[config.mk]
export PLATFORM = sky130hd
export DESIGN_NAME = liouville_running_sum
export DESIGN_NICKNAME = d
export VERILOG_FILES = /design/src/sv/lrs_pkg.sv /design/src/sv/lrs_div.sv /design/src/sv/liouville_running_sum.sv
export SDC_FILE = /design/constraint.sdc
export NUM_CORES = 1
export LEC_CHECK = 0
export BUFFER_PORTS_ARGS = -buffer_cell sky130_fd_sc_hd__clkbuf_2
export CAP_MARGIN = 30
export CORE_UTILIZATION = 42
export DETAILED_ROUTE_END_ITERATION = 16
export GPL_ROUTABILITY_DRIVEN = 0
export GPL_TIMING_DRIVEN = 0
export PLACE_DENSITY_LB_ADDON = 0.12
export SLEW_MARGIN = 20
export SYNTH_ARGS = -nofsm -noshare
export SYNTH_HDL_FRONTEND = slang
export SYNTH_SLANG_ARGS = --single-unit
[constraint.sdc]
create_clock -name clk -period 9.87 [get_ports clk]
set_clock_uncertainty 0.05 [all_clocks]
set_input_delay 0.987 -clock clk [delete_from_list [all_inputs] [get_ports clk]]
set_output_delay 0.987 -clock clk [all_outputs]
set_load 0.005 [all_outputs]
[src/sv/lrs_pkg.sv]
// Package for the Liouville running-sum block.
// Holds widths, constants and the request/response types of the shared divider.
`timescale 1ns / 1ps

package lrs_pkg;

  // Width of the input integer.
  localparam int NUMBER_BITS = 24;
  // Width of the saturating running sum.
  localparam int SUM_BITS = 32;
  // Width of the factor count result.
  localparam int COUNT_BITS = 5;
  // Trial divisors run up to just past the square root of the largest input.
  localparam int DIV_BITS = (NUMBER_BITS + 1) / 2 + 1;
  // Width of a squared trial divisor.
  localparam int SQ_BITS = 2 * DIV_BITS;
  // Width of the divider's step counter.
  localparam int STEP_BITS = $clog2(NUMBER_BITS);

  // Trial division starts at the smallest prime.
  localparam logic [DIV_BITS-1:0] FIRST_DIVISOR = DIV_BITS'(2);

  // Saturation limits of the running sum.
  localparam logic signed [SUM_BITS-1:0] SUM_MAX = {1'b0, {(SUM_BITS - 1){1'b1}}};
  localparam logic signed [SUM_BITS-1:0] SUM_MIN = {1'b1, {(SUM_BITS - 1){1'b0}}};

  // Request from the sequencer to the divider.
  typedef struct packed {
    logic                   start;
    logic [NUMBER_BITS-1:0] dividend;
    logic [DIV_BITS-1:0]    divisor;
  } div_req_t;

  // Response from the divider to the sequencer.
  typedef struct packed {
    logic                   done;
    logic [NUMBER_BITS-1:0] quotient;
    logic [DIV_BITS-1:0]    remainder;
  } div_rsp_t;

endpackage

[src/sv/lrs_div.sv]
// Iterative restoring divider, one quotient bit per cycle.
// Depends on lrs_pkg for widths and the request/response types.
`timescale 1ns / 1ps

module lrs_div (
  input  logic             clk,
  input  logic             rst,
  input  lrs_pkg::div_req_t req,
  output lrs_pkg::div_rsp_t rsp
);

  logic                                busy;
  logic                                done;
  logic [lrs_pkg::STEP_BITS-1:0]       step;
  logic [lrs_pkg::DIV_BITS-1:0]        rem;
  logic [lrs_pkg::NUMBER_BITS-1:0]     quo;
  logic [lrs_pkg::DIV_BITS-1:0]        divisor;
  logic [lrs_pkg::DIV_BITS:0]          trial;
  logic [lrs_pkg::DIV_BITS:0]          diff;
  logic                                fits;

  // Shift the next dividend bit into the partial remainder and try a subtract.
  assign trial = {rem, quo[lrs_pkg::NUMBER_BITS-1]};
  assign diff  = trial - {1'b0, divisor};
  assign fits  = trial >= {1'b0, divisor};

  // Control: busy while the NUMBER_BITS quotient bits are formed, then a one-cycle done flag.
  always_ff @(posedge clk) begin
    if (rst) begin
      busy <= 1'b0;
      done <= 1'b0;
      step <= '0;
    end else begin
      if (req.start) begin
        busy <= 1'b1;
        done <= 1'b0;
        step <= lrs_pkg::STEP_BITS'(lrs_pkg::NUMBER_BITS - 1);
      end else if (busy) begin
        if (step == '0) begin
          busy <= 1'b0;
          done <= 1'b1;
        end else begin
          done <= 1'b0;
          step <= step - 1'b1;
        end
      end else begin
        done <= 1'b0;
      end
    end
  end

  // Datapath: the quotient bits shift in where the dividend bits shift out.
  always_ff @(posedge clk) begin
    if (req.start) begin
      rem     <= '0;
      quo     <= req.dividend;
      divisor <= req.divisor;
    end else if (busy) begin
      if (fits) begin
        rem <= diff[lrs_pkg::DIV_BITS-1:0];
      end else begin
        rem <= trial[lrs_pkg::DIV_BITS-1:0];
      end
      quo <= {quo[lrs_pkg::NUMBER_BITS-2:0], fits};
    end
  end

  assign rsp.done      = done;
  assign rsp.quotient  = quo;
  assign rsp.remainder = rem;

endmodule

[src/sv/liouville_running_sum.sv]
// Top level of the Liouville running-sum block: trial-division sequencer and sum.
// Depends on lrs_pkg and instantiates the shared divider lrs_div.
`timescale 1ns / 1ps

// Each transaction on the input carries one integer; the block factors it by
// trial division, counts its prime factors with multiplicity, and returns one
// result transaction with that count, the sign of the Liouville value (set when
// the count is odd) and the saturating running sum of those values since reset.
// One item is worked at a time and in_stall is high until the sequencer is idle.
// Each trial divisor costs one compare in the check state (divisor squared
// against the cofactor, on a single multiplier) and every division a further
// pass through the shared bit-serial divider, so the time for an item grows with
// its number of divisions and is longest for a 24-bit prime near the top of the range.
// The input is taken again while a finished result still waits on out_stall.
module liouville_running_sum (
  input  logic                                  clk,
  input  logic                                  rst,
  input  logic                                  in_valid,
  output logic                                  in_stall,
  input  logic [lrs_pkg::NUMBER_BITS-1:0]       number,
  output logic                                  out_valid,
  input  logic                                  out_stall,
  output logic [lrs_pkg::COUNT_BITS-1:0]        factor_count,
  output logic                                  lambda_negative,
  output logic signed [lrs_pkg::SUM_BITS-1:0]   running_sum
);

  localparam logic [1:0] ST_IDLE   = 2'd0;
  localparam logic [1:0] ST_CHECK  = 2'd1;
  localparam logic [1:0] ST_DIVIDE = 2'd2;
  localparam logic [1:0] ST_DONE   = 2'd3;

  logic [1:0]                        state;
  logic [lrs_pkg::NUMBER_BITS-1:0]   rest;
  logic [lrs_pkg::DIV_BITS-1:0]      divisor;
  logic [lrs_pkg::COUNT_BITS-1:0]    count;
  logic signed [lrs_pkg::SUM_BITS-1:0] total;
  logic [lrs_pkg::SQ_BITS-1:0]       div_sq;
  logic [lrs_pkg::SQ_BITS-1:0]       rest_ext;
  logic                              past_root;
  logic                              out_free;
  lrs_pkg::div_req_t                 div_req;
  lrs_pkg::div_rsp_t                 div_rsp;

  // The loop ends once the divisor squared exceeds the cofactor.
  assign div_sq    = lrs_pkg::SQ_BITS'(divisor) * lrs_pkg::SQ_BITS'(divisor);
  assign rest_ext  = lrs_pkg::SQ_BITS'(rest);
  assign past_root = div_sq > rest_ext;

  // The output register is free when empty or being taken this cycle.
  assign out_free = !out_valid || !out_stall;

  assign in_stall = (state != ST_IDLE);

  // Start a division from the check state whenever the current divisor is still in range.
  assign div_req.start    = (state == ST_CHECK) && !past_root;
  assign div_req.dividend = rest;
  assign div_req.divisor  = divisor;

  lrs_div u_div (
    .clk (clk),
    .rst (rst),
    .req (div_req),
    .rsp (div_rsp)
  );

  // Sequencer and result register.
  always_ff @(posedge clk) begin
    if (rst) begin
      state     <= ST_IDLE;
      out_valid <= 1'b0;
      total     <= '0;
    end else begin
      // The result register fills from the done state and empties when taken.
      if ((state == ST_DONE) && out_free) begin
        out_valid <= 1'b1;
      end else if (out_valid && !out_stall) begin
        out_valid <= 1'b0;
      end
      unique case (state)
        ST_IDLE: begin
          if (in_valid) begin
            state <= ST_CHECK;
          end
        end
        ST_CHECK: begin
          if (past_root) begin
            state <= ST_DONE;
          end else begin
            state <= ST_DIVIDE;
          end
        end
        ST_DIVIDE: begin
          if (div_rsp.done) begin
            state <= ST_CHECK;
          end
        end
        ST_DONE: begin
          if (out_free) begin
            state <= ST_IDLE;
            // Saturating update: odd count subtracts one, even count adds one.
            if (count[0]) begin
              if (total != lrs_pkg::SUM_MIN) begin
                total <= total - lrs_pkg::SUM_BITS'(1);
              end
            end else begin
              if (total != lrs_pkg::SUM_MAX) begin
                total <= total + lrs_pkg::SUM_BITS'(1);
              end
            end
          end
        end
        default: begin
          state <= ST_IDLE;
        end
      endcase
    end
  end

  // Working registers of the trial division and the result fields.
  always_ff @(posedge clk) begin
    unique case (state)
      ST_IDLE: begin
        if (in_valid) begin
          rest    <= number;
          divisor <= lrs_pkg::FIRST_DIVISOR;
          count   <= '0;
        end
      end
      ST_CHECK: begin
        // A cofactor above one left at the end is one more prime factor.
        if (past_root && (rest > lrs_pkg::NUMBER_BITS'(1))) begin
          count <= count + 1'b1;
        end
      end
      ST_DIVIDE: begin
        if (div_rsp.done) begin
          if (div_rsp.remainder == '0) begin
            count <= count + 1'b1;
            rest  <= div_rsp.quotient;
          end else begin
            divisor <= divisor + 1'b1;
          end
        end
      end
      ST_DONE: begin
        if (out_free) begin
          factor_count    <= count;
          lambda_negative <= count[0];
        end
      end
      default: begin
      end
    endcase
  end

  assign running_sum = total;

endmodule

; Word level (Yosys, flattened, before mapping)
; Cells that the tools add are included.
[word_totals]
reg_bits = 140
wordCells = 100
[classes]
n_addsub = 6
n_reduce_logical = 27
n_lt_le_gt_ge = 3
mux = 33
n_bitwise = 2
eq_ne = 13
n_mul = 1
[ops]
columns = op, count
row1 = 2-to-1 mux 24 bit, 5
row2 = 2-to-1 mux 32 bit, 3
row3 = "inequality test 32 bit, second input constant", 2
row4 = 2-to-1 mux 13 bit, 4
row5 = one-hot mux 24 bit (2 select lines), 1
row6 = 2-to-1 mux 5 bit, 7
row7 = "adder 32 x 2 -> 32 bit, second input constant", 1
row8 = "subtractor 32 x 2 -> 32 bit, second input constant", 1
row9 = > comparator 26 x 24 -> 1 bit, 1
row10 = multiplier 13 x 13 -> 26 bit, 1
row11 = one-hot mux 13 bit (2 select lines), 1
row12 = "> comparator 24 x 1 -> 1 bit, second input constant", 1
row13 = one-hot mux 5 bit (3 select lines), 1
row14 = >= comparator 14 x 13 -> 1 bit, 1
row15 = "adder 13 x 1 -> 13 bit, second input constant", 1
row16 = zero test 13 bit, 1
row17 = subtractor 13 bit, 1
row18 = AND reduction 4 bit, 3
row19 = "inequality test 2 bit, second input constant", 5
row20 = nonzero test 2 bit, 5
row21 = one-hot mux 2 bit (4 select lines), 1
row22 = 2-to-1 mux 1 bit, 7
row23 = 2-to-1 mux 2 bit, 3
row24 = "inequality test 2 x 1 -> 1 bit, second input constant", 3
row25 = other kinds (16), 25

; Depth between registers and ports, before layout
[logic_depth]
depth_word = 6
mapped_depth = 32
mapped_depth_nobuf = 29

; Hierarchy
; Synthesis repeated with hierarchy kept, for this count alone.
[unflattened]
cells_unflattened = 1441
hier_area_um2 = 13503.0
[modules_own_cells]
columns = mod, seq_area_each_um2, area_each_um2, cells_each, n_inst
row1 = liouville_running_sum, 2112.0, 10659.0, 1196, 1
row2 = lrs_div, 1511.4, 2844.0, 245, 1

; Worst setup path after synthesis
; Ideal clock, no wire load.
[synth_timing]
path_kind = flip-flop to flip-flop
startpoint = reg divisor[2] (netlist name)
endpoint = reg u_div.quo[0] (netlist name) (enable)
stages_incl_launch_ff = 31
period_less_slack_ns = 7.455
t_required_ns = 9.462
path_buffers = 3
arrival_time_ns = 7.046
path_slack_ns = 2.415
path_cell_list = edfxtp_1 -> clkbuf_1 -> and2_1 -> inv_1 -> fa_1 -> inv_1 -> fa_1 -> inv_1 -> fa_1 -> inv_1 -> fa_1 -> inv_1 -> fa_1 -> inv_1 -> ha_1 -> clkbuf_1 -> a211oi_1 -> nand2_1 -> or3_1 -> nand2b_1 -> o21ai_0 -> a21oi_1 -> xnor2_1 -> ha_1 -> a2111oi_0 -> o21ai_0 -> a22oi_1 -> o21ai_0 -> nor3_2 -> buf_4 -> or2_2
[synth_between]
elab_chain_cells = 5
[synth_lines]
columns = element, line_no
row1 = "start, declared", liouville_running_sum.sv:35  ; logic [lrs_pkg::DIV_BITS-1:0] divisor;
row2 = "start signal, assigned", liouville_running_sum.sv:126  ; divisor <= lrs_pkg::FIRST_DIVISOR;
row3 = "start signal, assigned", liouville_running_sum.sv:142  ; divisor <= divisor + 1'b1;
row4 = multiplier 13 x 13 -> 26 bit, liouville_running_sum.sv:46  ; assign div_sq = lrs_pkg::SQ_BITS'(divisor) * lrs_pkg::SQ_BITS'(divisor);
row5 = > comparator 26 x 24 -> 1 bit, liouville_running_sum.sv:48  ; assign past_root = div_sq > rest_ext;
row6 = zero test 1 bit, liouville_running_sum.sv:56  ; assign div_req.start = (state == ST_CHECK) && !past_root;
row7 = logical AND 1 bit, liouville_running_sum.sv:56
row8 = nonzero test 2 bit (no line), n/a
row9 = "end signal, assigned", lrs_div.sv:56  ; quo <= req.dividend;
row10 = "end signal, assigned", lrs_div.sv:64  ; quo <= {quo[lrs_pkg::NUMBER_BITS-2:0], fits};
row11 = "end, declared", lrs_div.sv:16  ; logic [lrs_pkg::NUMBER_BITS-1:0] quo;
; Every way passes these cells.
; A chain may end at the register's enable or synchronous reset.

; Worst setup path in the final report
[layout_timing]
startpoint = reg divisor[2] (netlist name)
endpoint = reg u_div.quo[20] (netlist name) (enable)
; Same word-level chain as after synthesis.

==> flow_summary_export.csv <==
group,metric,value,unit
cts,cts_tree,"built",
grt,antenna_found_initial,0,
logic_synthesis,synth_top_family_by_area,"adder cells",
logic_synthesis,synth_xor_area_frac,0.0546,
drt,post_drt_wl_per_cell,16.7,um
sta,max_slew_margin,0.486,
grt,overflow,0,
logic_synthesis,seq_area_frac_synth,0.272,
finish,fillCellCount,3060,
finish,area_growth,10.7,%
logic_synthesis,synth-async-reset-ratio,0,
finish,design_area,14700,um2
floorplanning,die_h,180,um
drt,ant_nets,0,
logic_synthesis,synthAdderAreaFrac,0.285,
floorplanning,coreArea,30900,um2
cts,insertion_delay,0.44,ns
cts,cts_hold_buf,0,
cts,clockBufferDepth,2,
sta,final.setup.tns,0,ns
grt,first_global_vias,10200,
setup_path,cp_top_family,"adder cells",
drt,drt_wl_total,32000,um
drt,dr.pass1.iters,5,
setup_path,critPathCaptureType,"flop",
sta,post-route-min-period,9.13,ns
finish,fin_util,0.477,
setup_path,critPathSlowestCell,"edfxtp_1",
logic_synthesis,ys.flop_type,"edfxtp_1",
grt,grt_use_total,0.208,
sta,max_freq,0.110,GHz
logic_synthesis,synth_edf_count,84,
setup_path,worstSetupStartpointType,"flop",
cts,postCtsSetupRepairBufs,0,
logic_synthesis,ys_warn_count,0,
outcome,status,"complete, no violations",
logic_synthesis,syn_nets,1689,
cts,cts_buffers,17,
floorplanning,ios,68,
placement,place_area,14200,um2
cts,cts_resized,0,
sta,rsz0062_at_grt,"no",
finish,nets,1777,
sta,slew_viol_final,0,
setup_path,cp_common_cell,"inv_1",
sta,report.final.hold_viol_count,0,
logic_synthesis,synthSimpleGateAreaFrac,0.132,
logic_synthesis,synth-seq-cells,139,
drt,vias,9847,
cts,root_buffer,"clkbuf_16",
setup_path,max_stage_delay,0.60,ns
floorplanning,die_x,180,um
drt,first_iter_violations,439,
setup_path,criticalPathCategory,"flop to flop",
finish,layout.cells.non_filler,1913,
cts,cts.clk_slew.worst_paths,0.07,ns
placement,place.port_buffers,67,
finish,drive_gt1_frac,0.118,
sta,tightestPinTransition,0.769,ns
grt,grt_pass1_wl,53600,um
placement,dp_hpwl,25400,um
flow_run,drv_cap,0,
logic_synthesis,synthDistinctLibCells,69,
floorplanning,start_util,0.431,
finish,diodes,0,
min_path,hp-class,"flop to flop",
placement,dp_cells,1881,
sta,setup_viol_count_final,0,
logic_synthesis,syn_area_per_cell,9.41,um2
setup_path,critPathRequiredTime,9.89,ns
logic_synthesis,muxShareOfSynthArea,0.0497,
logic_synthesis,synthCells,1416,
grt,grt_max_degree,25,
setup_path,cp_max_fo,24,
drt,drc_errors,0,
floorplanning,num_rows,64,
logic_synthesis,synth_area,13300,um2
setup_path,critPathArrivalTime,9.14,ns
logic_synthesis,synth-compound-area-share,0.124,
cts,cts_sinks,139,
drt,vias_per_cell,5.15,
setup_path,cp_num_buf_inv,9,
floorplanning,fp.dieArea,32400,um2
sta,period_share,0.925,
cts,h-tree-depth,4,
[cell type report]
type / instances / area [um2] / share of cell area
multi-input cells: 993 / 8620 / 0.585
flip-flops and latches: 139 / 3620 / 0.246
inverters: 246 / 923 / 0.0626
well taps: 396 / 495 / 0.0336
clock buffers: 19 / 433 / 0.0294
repair buffers: 69 / 365 / 0.0248
plain buffers: 38 / 174 / 0.0118
clock inverters: 13 / 110 / 0.00747
[Yosys cell counts, drive strengths merged (24+ instances only)]
| cell type | number | area (um2) |
|---|---|---|
| inv | 246 | 923 |
| mux2 | 49 | 552 |
| xnor2 | 59 | 517 |
| nor3 | 24 | 125 |
| a21o | 29 | 218 |
| clkbuf | 28 | 105 |
| fa | 98 | 1960 |
| and2 | 40 | 250 |
| xor2 | 24 | 210 |
| o21ai | 32 | 160 |
| nor2 | 95 | 357 |
| edfxtp | 84 | 2520 |
| dfxtp | 55 | 1100 |
| a21oi | 80 | 404 |
| ha | 147 | 1840 |
| nand2 | 98 | 368 |
[kinds of logic after synthesis]
logic type	count (synthesis)
DFF	139
buffers and inverters	284
AOI/OAI and AO/OA	244
and+or+nand+nor	361
xor gates and xnor gates	83
adders and majority gates	245
muxes	60
[cells in the final DEF, fill, tap and decap left out, drive strengths merged, types with 5 or more instances in the layout]
master and instances:
and3 6, ha 147, a21o 29, mux2 49, nand3 16, o21a 9, edfxtp 84, a22o 6
nor4b 5, o21ai 32, buf 12, nand2 98, a21oi 80, o211ai 6, clkinv 6, o21ba 6
a211oi 20, inv 251, nor4 16, xnor2 59, nand4 19, nor2 95, mux2i 11, and2 40
clkbuf 114, fa 98, nand2b 8, or3 8, nor2b 15, o21bai 10, dfxtp 55, a31oi 8
xor2 24, nor3 24
[sequential cells by signal, indices dropped and copies added (netlist names), 2 cells and up]
signal / cells
state: 2
divisor: 13
u_div.divisor: 13
u_div.step: 5
factor_count: 5
count: 5
rest: 24
running_sum: 32
u_div.quo: 24
u_div.rem: 13
[routing by layer]
metal | vias up | share of wire | track usage
li1 | 4972 | - | -
met1 | 4721 | 0.47 | 0.278
met2 | 125 | 0.49 | 0.358
met3 | 29 | 0.026 | 0.0275
met4 | 0 | 0.013 | 0.0499
met5 | - | 0 | 0
[final timing paths]
check	from	to	slack (ns)	cells after the start
max	divisor[2]	u_div.quo[20]	0.74	30
min	count[4]	factor_count[4]	0.44	0
max reg2reg	divisor[2]	u_div.quo[20]	0.74	30
min reg2reg	count[4]	factor_count[4]	0.44	0
[stage by stage]
stage	worst slack [ns]	hold WS, ns
finish	0.744	0.438
global route	0.176	0.450
CTS	0.776	0.437
detailed placement	0.833	0.420
global placement	0.861	0.411
floorplan	2.42	0.399
Power is left out: the tool's default activity adds up to more than one toggle a clock period on the data nets, which glitch-free logic cannot reach.
